**src/rtl/core/gpci_pkg.sv**
```systemverilog
// ----------------------------------------------------------------------------
// gpci_pkg
// Shared types and constants for the grid point to cell index core.
// ----------------------------------------------------------------------------
package gpci_pkg;

   localparam int unsigned CoordW  = 32;
   localparam int unsigned CellW   = 16;
   localparam int unsigned SizeW   = 31;
   localparam int unsigned AxisW   = 2;
   localparam int unsigned SlotW   = 10;
   localparam int unsigned CsrIdxW = 3;

   localparam logic OP_LOAD  = 1'b0;
   localparam logic OP_QUERY = 1'b1;

   localparam logic [AxisW-1:0] AXIS_X = 2'd0;
   localparam logic [AxisW-1:0] AXIS_Y = 2'd1;
   localparam logic [AxisW-1:0] AXIS_Z = 2'd2;

   localparam logic [CsrIdxW-1:0] CSR_MODE     = 3'd0;
   localparam logic [CsrIdxW-1:0] CSR_ANCHOR_X = 3'd1;
   localparam logic [CsrIdxW-1:0] CSR_ANCHOR_Y = 3'd2;
   localparam logic [CsrIdxW-1:0] CSR_ANCHOR_Z = 3'd3;
   localparam logic [CsrIdxW-1:0] CSR_SIZE_X   = 3'd4;
   localparam logic [CsrIdxW-1:0] CSR_SIZE_Y   = 3'd5;
   localparam logic [CsrIdxW-1:0] CSR_SIZE_Z   = 3'd6;

   typedef struct packed {
      logic                     operation;
      logic [AxisW-1:0]         axis;
      logic [SlotW-1:0]         face_index;
      logic signed [CoordW-1:0] face_value;
      logic                     last_face;
      logic signed [CoordW-1:0] point_x;
      logic signed [CoordW-1:0] point_y;
      logic signed [CoordW-1:0] point_z;
   } req_type;

   typedef struct packed {
      logic signed [CellW-1:0]  cell_x;
      logic signed [CellW-1:0]  cell_y;
      logic signed [CellW-1:0]  cell_z;
      logic signed [CoordW-1:0] pos_x;
      logic signed [CoordW-1:0] pos_y;
      logic signed [CoordW-1:0] pos_z;
   } rsp_type;

   // divider control: start, operands, and completion
   typedef struct packed {
      logic        start;
      logic        neg;       // numerator sign
      logic [63:0] mag;       // |numerator|, below 2^64
      logic [31:0] den;       // positive divisor
   } div_cmd_type;

   typedef struct packed {
      logic        done;
      logic [63:0] quo;       // floor quotient magnitude info, see divider
      logic        rem_nz;
   } div_sts_type;

endpackage

```
**src/rtl/core/gpci_divider.sv**
```systemverilog
// ----------------------------------------------------------------------------
// gpci_divider
// Radix-2 restoring divider, unsigned 64 by 32, one quotient bit per cycle.
// ----------------------------------------------------------------------------
module gpci_divider (
   input  logic                  clock,
   input  logic                  reset,
   input  gpci_pkg::div_cmd_type cmd,
   output gpci_pkg::div_sts_type sts
);
   import gpci_pkg::*;

   logic [63:0] quo_ff, quo_in;
   logic [32:0] rem_ff, rem_in;
   logic [31:0] den_ff, den_in;
   logic [6:0]  cnt_ff, cnt_in;
   logic        busy_ff, busy_in;
   logic        done_ff, done_in;
   logic [32:0] shifted;
   logic [33:0] trial;

   always_comb begin
      quo_in  = quo_ff;
      rem_in  = rem_ff;
      den_in  = den_ff;
      cnt_in  = cnt_ff;
      busy_in = busy_ff;
      done_in = 1'b0;
      shifted = {rem_ff[31:0], quo_ff[63]};
      trial   = {1'b0, shifted} - {2'b00, den_ff};
      if (cmd.start) begin
         quo_in  = cmd.mag;
         rem_in  = '0;
         den_in  = cmd.den;
         cnt_in  = 7'd64;
         busy_in = 1'b1;
      end else if (busy_ff) begin
         if (!trial[33]) begin
            rem_in = trial[32:0];
            quo_in = {quo_ff[62:0], 1'b1};
         end else begin
            rem_in = shifted;
            quo_in = {quo_ff[62:0], 1'b0};
         end
         cnt_in = cnt_ff - 7'd1;
         if (cnt_ff == 7'd1) begin
            busy_in = 1'b0;
            done_in = 1'b1;
         end
      end
   end

   always_ff @(posedge clock) begin
      quo_ff <= quo_in;
      rem_ff <= rem_in;
      den_ff <= den_in;
      cnt_ff <= cnt_in;
      if (reset) begin
         busy_ff <= 1'b0;
         done_ff <= 1'b0;
      end else begin
         busy_ff <= busy_in;
         done_ff <= done_in;
      end
   end

   assign sts.done   = done_ff;
   assign sts.quo    = quo_ff;
   assign sts.rem_nz = (rem_ff != '0);

   assert property (@(posedge clock) disable iff (reset) done_ff |-> !busy_ff)
      else $error("divider done while busy");
   assert property (@(posedge clock) disable iff (reset)
                    busy_ff && !cmd.start |=> cnt_ff == $past(cnt_ff) - 7'd1)
      else $error("divider count skipped");
   assert property (@(posedge clock) disable iff (reset) busy_ff |-> cnt_ff != 7'd0)
      else $error("divider busy with zero count");

endmodule

```
**config.mk**
```make
export PLATFORM = sky130hd
export DESIGN_NAME = gpci_divider
export DESIGN_NICKNAME = d
export VERILOG_FILES = /design/src/rtl/core/gpci_pkg.sv /design/src/rtl/core/gpci_divider.sv
export SDC_FILE = /design/constraint.sdc
export NUM_CORES = 1
export LEC_CHECK = 0
export ABC_CLOCK_PERIOD_IN_PS = 3250
export BUFFER_PORTS_ARGS = -buffer_cell sky130_fd_sc_hd__buf_2
export CORE_AREA = 2 2 166 168
export DETAILED_ROUTE_END_ITERATION = 16
export DIE_AREA = 0 0 168 170
export GPL_TIMING_DRIVEN = 0
export HOLD_SLACK_MARGIN = 0.02
export PLACE_DENSITY = 0.49
export REMOVE_ABC_BUFFERS = 1
export SLEW_MARGIN = 10
export SYNTH_ARGS = -nofsm -noshare
export SYNTH_HDL_FRONTEND = slang
export SYNTH_SLANG_ARGS = --single-unit
```
**constraint.sdc**
```tcl
create_clock -name clock -period 3.25 [get_ports clock]
set_input_delay 0.1625 -clock clock [delete_from_list [all_inputs] [get_ports clock]]
set_output_delay 0.1625 -clock clock [all_outputs]
set_load 0.02 [all_outputs]
```
==> results.json <==
{
  "portBuffers": 164,
  "viasPerCell": 4.75,
  "critPathRequiredTime_ns": 3.58,
  "finalWirelength_um": 20200,
  "place_worst_setup_slack_ns": 0.0405,
  "rsz0062_at_grt": "true",
  "status": "complete, no violations",
  "drv_slew": 0,
  "start_util": 0.278,
  "root_buffer": "clkbuf_16",
  "worst_pin_slew_ns": 0.905,
  "synth_largest_area_cell": "edfxtp_1",
  "cts_tree": "done",
  "finalHoldViolCount": 0,
  "ys_seq_elements": 138,
  "min_path_cells": 2,
  "post-cts-setup-buffers": 0,
  "grt_max_degree": 73,
  "dr.pass1.iters": 4,
  "grt_pass1_vias": 5829,
  "rr_endpoint": "rem_ff[9]$_SDFFE_PP0P_",
  "vdd_drop_max_mv": 0.283,
  "synth_common_cells": "edfxtp_1, mux2_2, nor2_1",
  "p_leak_nw": 4.06,
  "power_density_mw_per_mm2": 558,
  "ys.flop_type": "edfxtp_1",
  "die_area_mm2": 0.0286,
  "crit_fanout": 11,
  "die_w_um": 168,
  "grt_first_pass_wirelength_um": 31800,
  "yosysTopAreaCellShare": 0.390,
  "stdcell_area_mm2": 0.00972,
  "regArea_mm2": 0.00372,
  "ios": 166,
  "syn_avg_cell_area_um2": 11.2,
  "finalPower_mw": 5.42,
  "vias": 5794,
  "drt_iter0_drc": 294,
  "setup_viol": 0,
  "diodes": 0,
  "grt.total_usage": 0.143,
  "yosysWarnings": 0,
  "drive_above_1_share": 0.318,
  "min-delay-start": "cmd[58]",
  "fin_nets": 1002,
  "synth_area_mm2": 0.00740,
  "synthTopCellsByArea": "edfxtp_1, dfxtp_1, mux2_2",
  "reg2regPathDepth": 11,
  "r2r_slack_ns": 0.16,
  "synth_seq_area_share": 0.503,
  "netlist_instances": 659,
  "place_area_mm2": 0.00861,
  "rows": 60,
  "gp_congestion": 0.809,
  "fillers": 2666,
  "timing.final.ws_setup_ns": 0.163,
  "clk_pin_slew_ns": 0.07,
  "final_util": 0.365,
  "die_h_um": 170,
  "synth.most_common_cell": "edfxtp_1",
  "ys_async_sr_fraction": 0,
  "cts_sinks": 138,
  "maxSlewHeadroom": 0.396,
  "synth.distinct_cells": 64,
  "worstSetupEndpointType": "register",
  "remaining_drc_errors": 0,
  "gr-total-overflow": 0,
  "syn2layout_area_growth_pct": 31.4,
  "crit_type": "reg -> reg",
  "clkLatencyLatePin_ns": 0.43,
  "fin_crit_ns": 3.09,
  "max_freq_mhz": 324,
  "hpwl_um": 14000,
  "numCtsBuffers": 17,
  "core_area_mm2": 0.0267,
  "wire_per_inst_um": 16.6,
  "htreeDepth": 4,
  "r2r-start": "den_ff[4]$_DFFE_PP_",
  "finalCritPeriodShare": 0.950,
  "ant_nets": 0,
  "synth_edf_count": 96,
  "start_kind": "register",
  "fin_skew_ns": 0.0187,
  "antenna_found_initial": 0,
  "drv_cap": 0,
  "hp-class": "in -> reg",
  "min_delay_worst_endpoint": "quo_ff[26]$_DFFE_PP_",
  "multiInputGateArea_mm2": 0.00341,
  "cts_buffer_depth": 2,
  "crit_arrival_ns": 3.42
}
## per-layer routing
layer / track usage / part of all wire / vias to the layer above
li1: - / - / 2876
met1: 0.181 / 0.46 / 2722
met2: 0.227 / 0.45 / 184
met3: 0.0581 / 0.082 / 12
met4: 0.0352 / 0.0088 / 0
met5: 0 / 0 / -
## registers in the layout, indices dropped and copies added, names as in the netlist
register	flops
rem_ff	33
busy_ff	1
den_ff	32
quo_ff	64
done_ff	1
cnt_ff	7
## what timing repair did
item                                    4_1_cts  5_1_grt
hold buffers                                 43        5
gates resized for setup                       0        3
pin swaps                                     1        1
endpoints found under the setup margin        1       21
cloned                                        0        2
endpoints found under the hold margin        44        5
## layout make-up
cell class | instances | share of cell area
Sequential cell | 138 | 0.383
Clock inverter | 15 | 0.0184
Timing Repair Buffer | 215 | 0.143
Multi-Input combinational cell | 452 | 0.351
Inverter | 43 | 0.0169
Tap cell | 341 | 0.0439
Clock buffer | 17 | 0.0438
## stage by stage
| stage | setup TNS (ns) | hold WS [ns] | std cells |
|---|---|---|---|
| 2_1_floorplan | 0 | 0.230 | 631 |
| 3_3_place_gp | -213.01 | 0.338 | 1136 |
| 3_5_place_dp | 0 | 0.339 | 1139 |
| 4_1_cts | 0 | 0.0210 | 1214 |
| 5_1_grt | -0.304 | 0.0201 | 1221 |
| 6_report | 0 | 0.0308 | 1221 |
## worst max-delay path: stages (launching register included)
cell and delay (ns):
edfxtp_1 0.36, inv_1 0.09, ha_1 0.30, a21o_1 0.22, a31oi_2 0.20, a2111oi_1 0.13, or3b_4 0.45, o21ai_4 0.19
nand2_4 0.13, a31oi_2 0.66, nand3_1 0.15, o311ai_1 0.12
## cell usage in the layout (no fill, tap or decap), drive strengths merged, types with 3 or more instances in the layout
| cell | instances |
|---|---|
| a211oi | 19 |
| a21boi | 3 |
| a21o | 13 |
| a21oi | 33 |
| a31o | 5 |
| a31oi | 5 |
| a32oi | 6 |
| and3 | 5 |
| buf | 167 |
| clkbuf | 17 |
| dfxtp | 42 |
| dlygate4sd3 | 48 |
| edfxtp | 96 |
| ha | 34 |
| inv | 52 |
| mux2 | 66 |
| mux2i | 16 |
| nand2 | 46 |
| nand2b | 7 |
| nand3 | 17 |
| nand4 | 5 |
| nor2 | 48 |
| nor2b | 7 |
| nor3 | 5 |
| nor4 | 10 |
| o211ai | 3 |
| o21a | 5 |
| o21ai | 31 |
| o21bai | 3 |
| o311ai | 5 |
| xnor2 | 18 |
| xor2 | 14 |
## power by group
group / internal (mW) / switching [mW] / total, mW
Clock: 1.17 / 0.877 / 2.04
Combinational: 0.511 / 0.679 / 1.19
Sequential: 2.07 / 0.116 / 2.19
## cells by family after synthesis
family	synth area share
xor+xnor	0.0379
flops	0.503
fa+ha+maj	0.0602
buf+inv	0.0406
compound gates	0.132
simple gates	0.104
mux	0.122
## how the worst max path moves through the flow
stage | from | to | slack [ns] | depth (start not counted)
floorplan | busy_ff$_SDFF_PP0_ | quo_ff[0]$_DFFE_PP_ | 0.03 | 2
global placement | cmd[97] | quo_ff[14]$_DFFE_PP_ | -3.11 | 3
detailed placement | den_ff[4]$_DFFE_PP_ | rem_ff[26]$_SDFFE_PP0P_ | 0.04 | 11
CTS | den_ff[4]$_DFFE_PP_ | rem_ff[26]$_SDFFE_PP0P_ | 0.02 | 11
global route | quo_ff[63]$_DFFE_PP_ | rem_ff[12]$_SDFFE_PP0P_ | -0.04 | 11
finish | den_ff[4]$_DFFE_PP_ | rem_ff[9]$_SDFFE_PP0P_ | 0.16 | 11
Note: power is estimated with default switching activity, not from simulation.
